File: config.mk
export PLATFORM = sky130hd
export DESIGN_NAME = gdda_fifo
export DESIGN_NICKNAME = d
export VERILOG_FILES = /design/src/rtl/gdda_fifo.sv
export SDC_FILE = /design/constraint.sdc
export NUM_CORES = 1
export LEC_CHECK = 0
export ABC_AREA = 0
export BUFFER_PORTS_ARGS = -buffer_cell sky130_fd_sc_hd__buf_4
export CORE_UTILIZATION = 48
export CTS_BUF_LIST = sky130_fd_sc_hd__clkbuf_4 sky130_fd_sc_hd__clkbuf_8 sky130_fd_sc_hd__clkbuf_16
export DETAILED_ROUTE_END_ITERATION = 10
export PLACE_DENSITY_LB_ADDON = 0.1
export SYNTH_ARGS = -nofsm -noshare
export SYNTH_HDL_FRONTEND = slang
export SYNTH_SLANG_ARGS = --single-unit
File: constraint.sdc
create_clock -name clock -period 2 [get_ports clock]
set_clock_uncertainty 0.2 [all_clocks]
set_input_delay 0.4 -clock clock [delete_from_list [all_inputs] [get_ports clock]]
set_output_delay 0.4 -clock clock [all_outputs]
set_load 0.005 [all_outputs]
File: src/rtl/gdda_fifo.sv
// -----------------------------------------------------------------------------
// gdda_fifo
// Small register queue used between the front, the back and the result port.
// -----------------------------------------------------------------------------
module gdda_fifo #(
   parameter int W     = 8,
   parameter int DEPTH = 2
) (
   input  logic         clock,
   input  logic         reset,
   input  logic         push,
   input  logic [W-1:0] wr_data,
   output logic         full,
   input  logic         pop,
   output logic [W-1:0] rd_data,
   output logic         empty
);
   localparam int PW = (DEPTH > 1) ? $clog2(DEPTH) : 1;
   localparam int CW = $clog2(DEPTH + 1);

   logic [W-1:0]  store_ff [DEPTH];
   logic [PW-1:0] wr_ptr_ff, wr_ptr_in, rd_ptr_ff, rd_ptr_in;
   logic [CW-1:0] count_ff, count_in;
   logic          do_push, do_pop;

   assign full    = (count_ff == CW'(DEPTH));
   assign empty   = (count_ff == '0);
   assign do_push = push && !full;
   assign do_pop  = pop && !empty;
   assign rd_data = store_ff[rd_ptr_ff];

   always_comb begin
      wr_ptr_in = wr_ptr_ff;
      rd_ptr_in = rd_ptr_ff;
      count_in  = count_ff;
      if (do_push) begin
         wr_ptr_in = (wr_ptr_ff == PW'(DEPTH - 1)) ? '0 : wr_ptr_ff + PW'(1);
      end
      if (do_pop) begin
         rd_ptr_in = (rd_ptr_ff == PW'(DEPTH - 1)) ? '0 : rd_ptr_ff + PW'(1);
      end
      if (do_push && !do_pop) begin
         count_in = count_ff + CW'(1);
      end else if (do_pop && !do_push) begin
         count_in = count_ff - CW'(1);
      end
   end

   always_ff @(posedge clock) begin
      if (reset) begin
         wr_ptr_ff <= '0;
         rd_ptr_ff <= '0;
         count_ff  <= '0;
      end else begin
         wr_ptr_ff <= wr_ptr_in;
         rd_ptr_ff <= rd_ptr_in;
         count_ff  <= count_in;
      end
   end

   always_ff @(posedge clock) begin
      if (do_push) begin
         store_ff[wr_ptr_ff] <= wr_data;
      end
   end

endmodule

==> results of run 1 <==
## worst register-to-register path: stages (launching register included)
cell	delay (ns)
dfxtp_1	0.39
nor2b_2	0.22
nor2_1	0.08
ha_1	0.31
or3_1	0.37
a21oi_1	0.14
## placed cells by master (no fill, tap or decap)
cell / n
inv_1: 2
ha_1: 1
dfxtp_1: 4
and2_1: 1
or3_1: 2
nor2_1: 5
nor2b_2: 1
edfxtp_1: 16
clkbuf_4: 4
o21ai_0: 3
mux2_2: 8
buf_4: 21
dfxtp_2: 1
xor2_1: 3
a21oi_1: 2
## power groups by stage
stage                     Sequential (mW)  Combinational (mW)  Clock (mW)
after floorplan                     0.594               0.227           0
after global placement              0.623               0.353           0
after detailed placement            0.623               0.363           0
after CTS                           0.615               0.367       0.213
after global routing                0.627               0.400       0.244
final                               0.614               0.361       0.208
## layout make-up
class	count	area (µm²)	share of cell area [%]
flip-flops and latches	21	582	58.3
multi-input cells	26	200	20.1
repair buffers	21	158	15.8
clock buffers	4	30.0	3.01
well taps	16	20.0	2.01
inverters	2	7.51	0.753
## registers in the layout, indices dropped and copies added (netlist names), named ones only
| name | count |
|---|---|
| store_ff | 16 |
| count_ff | 2 |
| rd_ptr_ff | 1 |
| wr_ptr_ff | 1 |
## cell usage after synthesis
cell and n:
edfxtp_1 16, mux2_2 8, dfxtp_1 5, nor2_1 5, o21ai_0 3, xor2_1 3, a21oi_1 2, inv_1 2
or3_1 2, and2_1 1, buf_2 1, ha_1 1, nor2b_2 1
## how the worst max path moves through the flow
| stage | depth (start not counted) | start | to |
|---|---|---|---|
| after floorplan | 4 | count_ff[0] | count_ff[1] |
| after global placement | 6 | push | count_ff[1] |
| after detailed placement | 4 | count_ff[0] | count_ff[1] |
| after CTS | 2 | flop | rd_data[4] |
| after global routing | 2 | flop | rd_data[6] |
| final | 2 | flop | rd_data[4] |
## logic make-up (layout without fill, tap and decap cells)
family,Yosys count,after routing
xor+xnor,3,3
compound gates,5,5
flops,21,21
buf+inv,3,27
fa+ha+maj,1,1
mux,8,8
simple gates,9,9
## metal layers
| layer | vias up | share of wire [%] | track usage [%] |
|---|---|---|---|
| met1 | 213 | 44 | 18.8 |
| met2 | 18 | 50 | 25.2 |
| met4 | 0 | 0.69 | 7.50 |
| li1 | 229 | - | - |
| met3 | 2 | 5.8 | 6.81 |
| met5 | - | 0 | 0 |
## metrics by stage
step / power [mW] / setup WS [ns]
6_report: 1.18 / 0.160
5_1_grt: 1.27 / 0.0805
4_1_cts: 1.19 / 0.00727
3_5_place_dp: 0.986 / 0.250
3_3_place_gp: 0.976 / 0.291
2_1_floorplan: 0.821 / 0.345
==> results.md, run 1 <==
- Outcome: finished, final reports clean
- Flop pwr share: between 50% and 60%
- Final Util: 65.4%
- Largest net degree at the start of global routing: 12
- Dpl cells: 86
- Post-route cell area: 997 µm²
- DRC Markers: 0
- Reg2Reg Depth: 5
- Worst setup EP type: output port
- Mux share of post-synthesis cell area: between 10 and 15%
- Worst-Skew Late Latency: roughly 0.29 ns
- Width of the die: 42.7 µm
- Synthesized-area fraction occupied by adder cells: under 10%
- WHS Endpoint: store_ff[0][7]
- H-tree Lvls: 1
- Rows: 14
- Switching Share: between 20% and 30%
- Initial antenna violation count: 0
- Wire length per cell: 12.9 µm
- Syn nets: 63
- Die height: 42.7 µm
- Worst ir drop on vdd: 0.694 mV
- Cells resized by post-CTS repair: 0
- 1st-iter DRT viols: 4
- CP arrival: 1.24 ns
- Core Region: between 0.0015 and 0.002 mm²
- Count of final hold-check violations: 0
- Final WL: 1.16 mm
- Post-synthesis cell type count: 13
- RSZ-0062 raised after global routing: no
- Gpl congestion: between 0.6 and 0.7
- Number of cells in the finished layout apart from fillers: 90
- Synth top area share: roughly three fifths
- Vias in the first global route: 486
- Critical path launch point type: flop
- Gate power share: 30.5%
- Min-delay src: wr_data[7]
- Power Density: 1190 mW/mm²
- Cell taking the most area after synthesis: edfxtp_1
- Gr usage total: 16.0%
- Post-synthesis simple-gate area fraction: 5.84%
- Fin Setup TNS: 0 ns
- Worst-margin pin slew: around 0.36 ns
- WS Path Type: flop to output port
- Final worst-path cycle share: 92.0%
- Hold-fix buffers at CTS: 0
- Clock Sink Count: 21
- Ports: 22
- Largest family of logic cells by synthesized area: multiplexers
- Max FO, Critical Path: 8
- Vias per cell: 5.13
- Area Growth Syn to Fin: 25.7%
- Yosys warnings: 0
- Post-DRT Antenna Nets: 0
- Dominant cells by area after synthesis: edfxtp_1, dfxtp_1, mux2_2
- Worst r2r src: count_ff[1]
- Crit-path slowest cell: dfxtp_2
- Ordered cell list for the critical path: mux2_2 -> buf_4
- Max-slew violations: 0
- Fillers: 120
- Hpwl dp: around 840 µm
- Yosys reg bits: 21
- Hold path depth: 1
- Max Freq: 543 MHz
- Final setup fails: 0
- Crit-path max cell delay: around 0.45 ns
- Cell family with most CP delay: flip-flops
- Vias: 462
- Initial Utilization: 52.1%
- Total grt overflow: 0
- Layout cell share with drive strength beyond 1: 47.3%
- Slew headroom: 75.9%
- Pint: 0.863 mW
- Clk pwr share: 17.6%
- Root Driver: clkbuf_4
- Drt first pass iters: 3
- Syn Inst Count: 50
- Leakage: about 0.4 nW
- Clk slew on worst S/H paths: 0.11 ns
- CTS Buf Count: 3
- PortBufs: 21
- Synthesized area: between 700 and 800 µm²
- Diodes inserted: 0
- Synth Area in XOR/XNOR: between 3 and 4%
- Placed inst area: just under 0.001 mm²
- Clock tree buffer depth: 2
- Worst hold path type: input pin to flop
- Post-synthesis compound-gate area fraction: 3.15%
- Psw: 0.320 mW
- Worst Path Required: 1.40 ns
- Sequential area share after synthesis: 73.2%
- WHS: 0.0806 ns
- Mapped Avg Cell Area: about 16 µm²
- Min cycle time layout: 1.84 ns
- Worst R2R End: count_ff[1]
- Post-CTS Setup Inserts: 0
- Layout net count: 88
- CTS tree: built
- First-pass GRT wire length: 2.04 mm
- Worst path buffer plus inverter count: 1
- Full die area: 0.00182 mm²
- Max Cap Viol: 0
- Setup slack, reg-to-reg: 0.23 ns
Power figures use the tool's default switching activity.
==> run 2, diff against run 1 <==
Settings changed: CORE_ASPECT_RATIO from default to 1.5, CORE_UTILIZATION 48 to 30.
==> results.md, run 2 (synthesized netlist as in run 1, its figures left out) <==
- Slew headroom: 73.7% (-2.2 points)
- Max Cap Viol: 0 (unchanged)
- Worst hold path type: input pin to flop
- Clock tree buffer depth: 2 (unchanged)
- Clk slew on worst S/H paths: 0.12 ns (about the same)
- Gr usage total: 10.8% (-5.1 points)
- Hold path depth: 2 (+1)
- Hold-fix buffers at CTS: 0 (unchanged)
- Rows: 22 (+8)
- H-tree Lvls: 1 (unchanged)
- Post-CTS Setup Inserts: 0 (unchanged)
- Cells resized by post-CTS repair: 1 (+1)
- Wire length per cell: 13.4 µm (+3.8%)
- Number of cells in the finished layout apart from fillers: 98 (+8.9%)
- CP arrival: 1.26 ns (+0.02 ns)
- Largest register FFs: 16 (unchanged)
- Worst-margin pin slew: 0.395 ns (+0.0334 ns)
- Max Freq: 536 MHz (-1.3%)
- Vias per cell: 4.69 (-8.6%)
- Worst Path Required: 1.40 ns (about the same)
- Post-DRT Antenna Nets: 0 (unchanged)
- Setup slack, reg-to-reg: 0.19 ns (-0.04 ns)
- Count of final hold-check violations: 0 (unchanged)
- Largest regs: store_ff (16), count_ff (2)
- First-pass GRT wire length: 2.18 mm (+6.8%)
- Final setup fails: 0 (unchanged)
- Ports: 22 (unchanged)
- Outcome: finished, final reports clean
- Area Growth Syn to Fin: 27.0%
- RSZ-0062 raised after global routing: no
- Max-slew violations: 0 (unchanged)
- Layout cell share with drive strength beyond 1: 47.3% (unchanged)
- 1st-iter DRT viols: 10 (+6)
- Vias: 460 (-0.43%)
- PortBufs: 21 (unchanged)
- Critical path launch point type: flop
- Core Region: 0.00248 mm² (+63%)
- Worst ir drop on vdd: 0.592 mV (-15%)
- Reg2Reg Depth: 4 (-1)
- Largest net degree at the start of global routing: 12 (unchanged)
- Power Density: 1180 mW/mm² (-0.80%)
- Diodes inserted: 0 (unchanged)
- Worst setup EP type: output port
- Die height: 65.0 µm (+52%)
- Final worst-path cycle share: 93.2% (+1.2 points)
- Dpl cells: 94 (+9.3%)
- Max FO, Critical Path: 8 (unchanged)
- WS Path Type: flop to output port
- Final WL: 1.31 mm (+13%)
- Full die area: 0.00286 mm² (+57%)
- CTS tree: built
- CTS Buf Count: 3 (unchanged)
- Min cycle time layout: 1.86 ns (+0.0243 ns)
- Layout net count: 88 (unchanged)
- Gpl congestion: 0.599 (-14%)
- Drt first pass iters: 6 (+3)
- Initial Utilization: 32.0% (-20 points)
- Highest-count cells in the layout ignoring fill and taps: buf_4, edfxtp_1, mux2_2, nor2_1
- Most common cell after layout, fill and taps aside: buf_4
- DRC Markers: 0 (unchanged)
- Fin Setup TNS: 0 ns (unchanged)
- Width of the die: 44.0 µm (+3.1%)
- Root Driver: clkbuf_4
- Initial antenna violation count: 0 (unchanged)
- Vias in the first global route: 486 (unchanged)
- Worst-Skew Late Latency: 0.30 ns (about the same)
- Hpwl dp: 973 µm (+16%)
- Most flop-heavy register: store_ff
- Clock Sink Count: 21 (unchanged)
- Leakage: 0.400 nW (unchanged)
- Total grt overflow: 0 (unchanged)
## run 2: final timing paths
| kind | start | endpoint |
|---|---|---|
| max | flop | rd_data[2] |
| min | reset | flop |
| max reg2reg | count_ff[0] | count_ff[1] |
| min reg2reg | wr_ptr_ff | wr_ptr_ff |
## run 2: power by group
part,switching (mW),internal (mW)
sequential,0.0584,0.559
combinational,0.145,0.213
clock,0.120,0.0910
total,0.323,0.862
## run 2: worst max-delay path: stages, from the launching register on
cell and delay (ns):
dfxtp_2 0.46, mux2_2 0.37, buf_4 0.14
## run 2: cell type report
class	instances	area [µm²]
clock buffer	4	30.0
fill	259	1470
inverter	2	7.51
multi-input combinational	26	200
sequential	21	582
tap	24	30.0
timing repair buffer	21	158
## run 2: layer usage
layer	GRT usage [%]	share of wire, %	up-vias
met3	2.23	3.9	2
li1	-	-	227
met5	0	0	-
met4	6.82	1.4	0
met1	10.0	38	218
met2	20.3	56	13
## run 2: per-stage QoR
| step | instance area [µm²] | setup slack (ns) | util [%] | hold WS, ns | power [mW] |
|---|---|---|---|---|---|
| final | 1010 | 0.135 | 40.7 | 0.0777 | 1.19 |
| after global routing | 1010 | 0.0288 | 40.7 | 0.0670 | 1.27 |
| after CTS | 1010 | 0.0958 | 40.7 | 0.0738 | 1.21 |
| after detailed placement | 976 | 0.223 | 39.4 | 0.281 | 0.990 |
| after global placement | 976 | 0.227 | 39.4 | 0.276 | 0.988 |
| after floorplan | 793 | 0.345 | - | 0.252 | 0.821 |
