[src/rtl/gdda_pkg.sv]
// -----------------------------------------------------------------------------
// gdda_pkg
// Shared types, widths and codes for the grid DDA wall column caster.
// -----------------------------------------------------------------------------
package gdda_pkg;

   localparam int GRID_W_DEF     = 64;
   localparam int GRID_H_DEF     = 64;
   localparam int SCREEN_H_DEF   = 768;
   localparam int STEP_LIMIT_DEF = 128;
   localparam int QUEUE_DEPTH    = 2;

   localparam int CELL_W   = 6;
   localparam int DIR_W    = 16;
   localparam int DIST_W   = 24;
   localparam int VIEW_W   = 22;
   localparam int OFF_W    = 23;
   localparam int SIDE_W   = 32;
   localparam int PERP_W   = 24;
   localparam int HEIGHT_W = 16;
   localparam int DRAW_W   = 10;
   localparam int Q_FRAC   = 16;
   localparam int DIR_FRAC = 14;
   localparam int CSR_IDX_W = 1;

   localparam logic [PERP_W-1:0]   PERP_MAX   = '1;
   localparam logic [HEIGHT_W-1:0] HEIGHT_MAX = '1;

   localparam logic [CSR_IDX_W-1:0] CSR_VIEWER_X = 1'b0;
   localparam logic [CSR_IDX_W-1:0] CSR_VIEWER_Y = 1'b1;

   localparam logic OP_WRITE = 1'b0;
   localparam logic OP_CAST  = 1'b1;

   typedef enum logic [1:0] {
      CMD_NOP,
      CMD_WRITE,
      CMD_CAST
   } cmd_kind_type;

   typedef enum logic [3:0] {
      ST_CLEAR,
      ST_IDLE,
      ST_MUL,
      ST_SIDE,
      ST_STEP,
      ST_CHECK,
      ST_PREP,
      ST_PDIV,
      ST_HPREP,
      ST_HDIV,
      ST_OUT
   } back_state_type;

   typedef struct packed {
      cmd_kind_type             kind;
      logic [CELL_W-1:0]        cell_x;
      logic [CELL_W-1:0]        cell_y;
      logic                     is_wall;
      logic                     neg_x;
      logic                     neg_y;
      logic signed [DIR_W-1:0]  dir_x;
      logic signed [DIR_W-1:0]  dir_y;
      logic [DIST_W-1:0]        step_dist_x;
      logic [DIST_W-1:0]        step_dist_y;
      logic [OFF_W-1:0]         off_x;
      logic [OFF_W-1:0]         off_y;
   } cmd_type;

   typedef struct packed {
      logic [CELL_W-1:0]   hit_x;
      logic [CELL_W-1:0]   hit_y;
      logic                hit_side;
      logic [PERP_W-1:0]   perp_dist;
      logic [HEIGHT_W-1:0] column_height;
      logic [DRAW_W-1:0]   draw_top;
      logic [DRAW_W-1:0]   draw_bottom;
      logic                off_grid;
   } rsp_type;

   typedef struct packed {
      logic clearing;
      logic busy;
   } back_status_type;

endpackage

[src/rtl/gdda_front.sv]
// -----------------------------------------------------------------------------
// gdda_front
// Classifies incoming items and works out the clamped offsets to the first
// grid lines for a cast.
// -----------------------------------------------------------------------------
module gdda_front #(
   parameter int GRID_W = 64,
   parameter int GRID_H = 64
) (
   input  logic [gdda_pkg::VIEW_W-1:0]       viewer_x,
   input  logic [gdda_pkg::VIEW_W-1:0]       viewer_y,
   input  logic                              opcode,
   input  logic [gdda_pkg::CELL_W-1:0]       cell_x,
   input  logic [gdda_pkg::CELL_W-1:0]       cell_y,
   input  logic                              is_wall,
   input  logic signed [gdda_pkg::DIR_W-1:0] dir_x,
   input  logic signed [gdda_pkg::DIR_W-1:0] dir_y,
   input  logic [gdda_pkg::DIST_W-1:0]       step_dist_x,
   input  logic [gdda_pkg::DIST_W-1:0]       step_dist_y,
   output gdda_pkg::cmd_type                 cmd
);
   import gdda_pkg::*;

   localparam int DW = OFF_W + 1;

   logic [DW-1:0] diff_x, diff_y;

   // offset from viewer to the first line, sign in the top bit
   function automatic logic [DW-1:0] line_offset(
      input logic              neg,
      input logic [CELL_W-1:0] cell_idx,
      input logic [VIEW_W-1:0] view
   );
      logic [DW-1:0] lo;
      logic [DW-1:0] hi;
      logic [DW-1:0] vw;
      lo = DW'({cell_idx, Q_FRAC'(0)});
      hi = DW'({(CELL_W + 1)'(cell_idx) + (CELL_W + 1)'(1), Q_FRAC'(0)});
      vw = DW'(view);
      return neg ? (vw - lo) : (hi - vw);
   endfunction

   assign diff_x = line_offset(dir_x[DIR_W-1], cell_x, viewer_x);
   assign diff_y = line_offset(dir_y[DIR_W-1], cell_y, viewer_y);

   always_comb begin
      cmd.cell_x      = cell_x;
      cmd.cell_y      = cell_y;
      cmd.is_wall     = is_wall;
      cmd.neg_x       = dir_x[DIR_W-1];
      cmd.neg_y       = dir_y[DIR_W-1];
      cmd.dir_x       = dir_x;
      cmd.dir_y       = dir_y;
      cmd.step_dist_x = step_dist_x;
      cmd.step_dist_y = step_dist_y;
      cmd.off_x       = diff_x[DW-1] ? '0 : diff_x[OFF_W-1:0];
      cmd.off_y       = diff_y[DW-1] ? '0 : diff_y[OFF_W-1:0];
      if (opcode == OP_CAST) begin
         cmd.kind = CMD_CAST;
      end else if ((int'(cell_x) < GRID_W) && (int'(cell_y) < GRID_H)) begin
         cmd.kind = CMD_WRITE;
      end else begin
         cmd.kind = CMD_NOP;
      end
   end

endmodule

[config.mk]
export PLATFORM = sky130hd
export DESIGN_NAME = gdda_front
export DESIGN_NICKNAME = d
export VERILOG_FILES = /design/src/rtl/gdda_pkg.sv /design/src/rtl/gdda_front.sv
export SDC_FILE = /design/constraint.sdc
export NUM_CORES = 1
export LEC_CHECK = 0
export BUFFER_PORTS_ARGS = -buffer_cell sky130_fd_sc_hd__buf_2
export CORE_AREA = 4 4 107 109
export DETAILED_ROUTE_END_ITERATION = 10
export DIE_AREA = 0 0 111 113
export PLACE_DENSITY = 0.71
export SETUP_SLACK_MARGIN = 0.15
export SLEW_MARGIN = 30
export SYNTH_ARGS = -nofsm -noshare
export SYNTH_HDL_FRONTEND = slang
export SYNTH_SLANG_ARGS = --single-unit
[constraint.sdc]
create_clock -name vclk -period 5.45
set_clock_uncertainty 0.1 [all_clocks]
set_input_delay 0.2725 -clock vclk [all_inputs]
set_output_delay 0.2725 -clock vclk [all_outputs]
set_load 0.05 [all_outputs]
==> results of run 1 <==
==> synthesized netlist by cell type, types with 4 or more instances <==
cell type	instances
nand2_1	19
or3_1	5
nand2b_1	5
nor4_1	5
a21oi_1	30
mux2i_1	6
clkbuf_1	5
a31oi_1	14
or2_2	5
xor2_1	10
a21o_1	17
nand3_1	9
ha_1	28
inv_1	38
o21ai_0	12
nor2_1	49
xnor2_1	31
nor3_1	19
buf_4	98
nor2b_1	4
==> layout by cell type (no fill, tap or decap), types with 2 or more instances in the layout <==
cell type,n
a2111oi_0,3
a21o_1,17
a21oi_1,30
a21oi_2,2
a22o_1,2
a31oi_1,14
and3_1,2
buf_2,123
fa_1,2
ha_1,28
inv_1,38
mux2i_1,6
nand2_1,19
nand2b_1,5
nand3_1,9
nand4_1,2
nor2_1,49
nor2b_1,4
nor3_1,19
nor3b_1,3
nor4_1,5
o21ai_0,12
o22ai_1,2
o31ai_1,2
or2_2,5
or3_1,5
or4_1,2
or4_4,2
xnor2_1,31
xor2_1,10
==> worst max-delay path by stage <==
stage              end  slack (ns)  depth (start not counted)
2_1_floorplan  cmd[10]        1.87                         10
3_3_place_gp   cmd[15]        1.76                         11
3_5_place_dp   cmd[15]        1.72                         11
4_1_cts        cmd[15]        1.72                         11
5_1_grt        cmd[15]        1.43                         11
6_report       cmd[15]        1.71                         11
==> routing by layer <==
metal / share of wire, % / wire length (um) / vias to the layer above
met5: 0 / 0 / -
met4: 1.4 / 106 / 0
met3: 9.3 / 695 / 24
met2: 45 / 3350 / 127
met1: 45 / 3340 / 1354
li1: - / - / 1514
==> area by class of cell <==
type               count  share of cell area [%]
repair buffers       124                    20.1
inverters             38                    4.61
multi-input cells    312                    69.6
well taps            140                    5.66
==> critical path, delay by kind of cell <==
family	cells	cell delay [ns]
AND/OR/NAND/NOR	3	0.75
adder cells (fa/ha/maj)	2	0.57
AO/OA/AOI/OAI	3	1.24
buffers and inverters	2	0.39
XOR/XNOR	1	0.14
==> through the flow <==
stage / total power (uW) / instances / worst slack [ns] / area [um2]
6_report: 511 / 614 / 1.71 / 3100
5_1_grt: 552 / 614 / 1.43 / 3100
4_1_cts: 512 / 614 / 1.72 / 3100
3_5_place_dp: 511 / 614 / 1.72 / 3100
3_3_place_gp: 511 / 614 / 1.76 / 3100
2_1_floorplan: 556 / 457 / 1.87 / 3080
==> cell families after synthesis <==
group	count (synthesis)
xor+xnor	41
mux	7
fa+ha+maj	30
simple gates	139
compound gates	95
buf+inv	145
==> power by group through the flow <==
stage                     clock, uW  combinational [uW]  sequential, uW
after CTS                         0                 512               0
after floorplan                   0                 556               0
after global routing              0                 552               0
after global placement            0                 511               0
after detailed placement          0                 511               0
final                             0                 511               0
==> impl_metrics.tcl, run 1 <==
set metrics [dict create \
    status "finished clean" \
    core_mm2 0.0106 \
    fill_cells 1185 \
    synth_cell_types 54 \
    antenna_found_initial 0 \
    gp_congestion 0.885 \
    synthAdderAreaFrac_pct 12.7 \
    cp.required_ns 5.08 \
    initial_utilization_pct 29.0 \
    seq_cells 0 \
    cp_max_fo 24 \
    seqPwrFrac_pct 0 \
    worstSetupStartpointType "input pin" \
    synth-compound-area-share_pct 20.0 \
    drive_above_1_share_pct 29.7 \
    syn_avg_cell_area_um2 6.73 \
    min_period_over_period_pct 68.6 \
    holdPathEnd "cmd[52]" \
    synth_cells 457 \
    gr-total-overflow 0 \
    cts-resized-gates 0 \
    seq_area_frac_synth_pct 0 \
    met3_usage_pct 2.46 \
    p_leak_uw 0.00158 \
    io_pins 281 \
    grtUsageMet1_pct 14.4 \
    cap_violations 0 \
    grt_pass1_vias 2770 \
    crit_start "cell_y[0]" \
    crit_path_end_kind "primary output" \
    cts_hold_buf 0 \
    power_density_mw_per_mm2 165 \
    fp.dieArea_mm2 0.0125 \
    numPortBuffers 123 \
    power_frac_comb_pct 100.0 \
    die_y_um 113 \
    p_clk_share_pct 0 \
    min_from "step_dist_y[6]" \
    routed_wl_um 7490 \
    cp_cell_sequence "buf_2, ha_1, nand3_1, xnor2_1, ha_1, nand3_1, or4_4, a21oi_2, o21ai_0, a21oi_2, buf_2" \
    drt-pass1-iter-count 4 \
    cp.arrival_ns 3.37 \
    yosysTopAreaCell "buf_4" \
    switching_share_pct 69.9 \
    synth.area.mux_share_pct 2.32 \
    grt_pass1_wl_um 12300 \
    synthSimpleGateAreaFrac_pct 23.3 \
    switchingPower_uw 357 \
    yosys-top-cells-area "buf_4, ha_1, xnor2_1" \
    crit_slowest_cell "a21oi_2" \
    grt.total_usage_pct 10.9 \
    num_vias 3019 \
    die_x_um 111 \
    grt_start_max_net_pins 27 \
    clkbuf_count 0 \
    syn_to_final_growth_pct 0.610 \
    tightest_slew_ns 0.955 \
    min_period_ns 3.74 \
    worst_hold_path_type "in2out" \
    yosys_warnings 0 \
    rsz0062_at_grt "no" \
    num_rows 38 \
    avgRoutedWirePerCell_um 12.2 \
    synth_top_family_by_area "buffers and inverters" \
    grt_util_met2_pct 18.2 \
    post_cts_buffers 0 \
    avgViaCountPerCell 4.92 \
    ant_nets 0 \
    final_nets 644 \
    drv_slew 0 \
    drt_iter0_markers 159 \
    synth-xor-area-share_pct 11.7 \
    syn-num-nets 625 \
    cpPeakStageDelay_ns 0.77 \
    grt.busiest_layer "met2" \
    synth_top_area_share_pct 23.9 \
    hold_depth 0 \
    utilization_pct 29.2 \
    relSlewSlack_pct 36.3 \
    path_class "in2out" \
    hold_slack_ns 0.445 \
    ff_latch_area_um2 0 \
    syn_area_mm2 0.00308 \
    multiInputGateArea_mm2 0.00215 \
    cell_internal_pwr_uw 154 \
    diodes 0 \
    vdd_ir_drop_max_v 0.0000930 \
    hold_violations 0 \
    setup_violations 0 \
    setup_tns_ns 0 \
    drc 0 \
    dp_hpwl_um 6400 \
    max_freq_mhz 267 \
]
Power figures use the tool's default switching activity.
==> run 2, diff against run 1 <==
==> constraint.sdc (replaced) <==
create_clock -name vclk -period 3.9
set_clock_uncertainty 0.1 [all_clocks]
set_input_delay 0.195 -clock vclk [all_inputs]
set_output_delay 0.195 -clock vclk [all_outputs]
set_load 0.05 [all_outputs]
==> run 2 against run 1 <==
Net effect: critical path depth increased by 1; first-iteration DRC count increased by 27%; flip-flop and latch count unchanged; cell area increased by 0.24%; largest cell class unchanged.
==> impl_metrics.tcl, run 2 (synthesis results as in run 1) <==
set metrics [dict create \
    status "finished clean" \
    cp_top_family "simple AND/OR/NAND/NOR gates" \
    hold_depth 0 \
    power_density_mw_per_mm2 230 \
    relSlewSlack_pct 64.6 \
    initial_utilization_pct 29.0 \
    drv_slew 0 \
    worst_hold_path_type "in2out" \
    cts-resized-gates 0 \
    gp_congestion 0.877 \
    worstSetupStartpointType "input pin" \
    crit_start "cell_x[0]" \
    avgViaCountPerCell 4.88 \
    p_leak_uw 0.00159 \
    holdPathEnd "cmd[62]" \
    max_freq_mhz 300 \
    num_rows 38 \
    min_period_ns 3.34 \
    syn_to_final_growth_pct 0.854 \
    min_from "step_dist_y[16]" \
    cpPeakStageDelay_ns 0.45 \
    final_nets 645 \
    die_y_um 113 \
    tightest_slew_ns 0.518 \
    numPortBuffers 123 \
    cp.required_ns 3.61 \
    path_class "in2out" \
    crit_slowest_cell "or3b_2" \
    io_pins 281 \
    gr-total-overflow 0 \
    clkbuf_count 0 \
    fp.dieArea_mm2 0.0125 \
    diodes 0 \
    grt_pass1_wl_um 12400 \
    cts_hold_buf 0 \
    num_vias 3004 \
    setup_tns_ns 0 \
    dp_hpwl_um 6430 \
    dp.cells 615 \
    grt.busiest_layer "met2" \
    drive_above_1_share_pct 29.9 \
    core_mm2 0.0106 \
    min_period_over_period_pct 85.5 \
    met3_usage_pct 1.87 \
    cp.arrival_ns 3.04 \
    cp_cell_sequence "buf_2, ha_1, and3_1, xnor2_1, ha_1, and2_1, o21ai_0, or3b_2, a41oi_1, mux2_2, nor2_1, buf_2" \
    mostFrequentLayoutCell "buf_2" \
    rsz0062_at_grt "no" \
    grt.total_usage_pct 11.0 \
    ant_nets 0 \
    grtUsageMet1_pct 14.5 \
    final_cell_mix "buf_2, nor2_1, inv_1" \
    post_cts_buffers 0 \
    routed_wl_um 7550 \
    drc 0 \
    grt_util_met2_pct 18.5 \
    crit_buf_inv 2 \
    antenna_found_initial 0 \
    hold_violations 0 \
    crit_path_end_kind "primary output" \
    seq_cells 0 \
    grt_pass1_vias 2809 \
    drt_iter0_markers 202 \
    hold_slack_ns 0.290 \
    die_x_um 111 \
    grt_start_max_net_pins 27 \
    vdd_ir_drop_max_v 0.000146 \
    setup_violations 0 \
    drt-pass1-iter-count 4 \
    cp_max_fo 21 \
    avgRoutedWirePerCell_um 12.3 \
    final_cells 615 \
    cap_violations 0 \
    ff_latch_area_um2 0 \
]
[run 2: changes by cell type in the layout (fill, tap and decap cells not counted)]
cell,previous run,this run
buf_4,1,2
[run 2: metrics by stage]
stage                     utilization [%]  total power [uW]  worst slack [ns]  area (um2)
after floorplan                         -               776             0.473        3080
after global placement               29.3               711             0.587        3100
after detailed placement             29.3               714             0.567        3100
after CTS                            29.3               716             0.568        3100
after global routing                 29.3               773             0.283        3100
final                                29.3               714             0.564        3100
[run 2: routing by layer]
layer | up-vias | wire (um)
li1 | 1517 | -
met1 | 1332 | 3390
met2 | 127 | 3330
met3 | 28 | 665
met4 | 0 | 163
met5 | - | 0
[run 2: worst max-delay path by stage]
stage	to	slack [ns]	depth (start not counted)
after floorplan	cmd[10]	0.47	10
after global placement	cmd[33]	0.59	12
after detailed placement	cmd[33]	0.57	12
after CTS	cmd[30]	0.57	12
after global routing	cmd[40]	0.28	12
final	cmd[41]	0.56	12
[run 2: report_power, final]
group          internal [uW]  total, uW  switching, uW
clock                      0          0              0
combinational            216        714            498
sequential                 0          0              0
total                    216        714            498
[run 2: final cells by class]
class / count / area (um2)
fill: 1197 / 7500
timing repair buffer: 125 / 631
inverter: 38 / 143
multi-input combinational: 312 / 2150
tap: 140 / 175
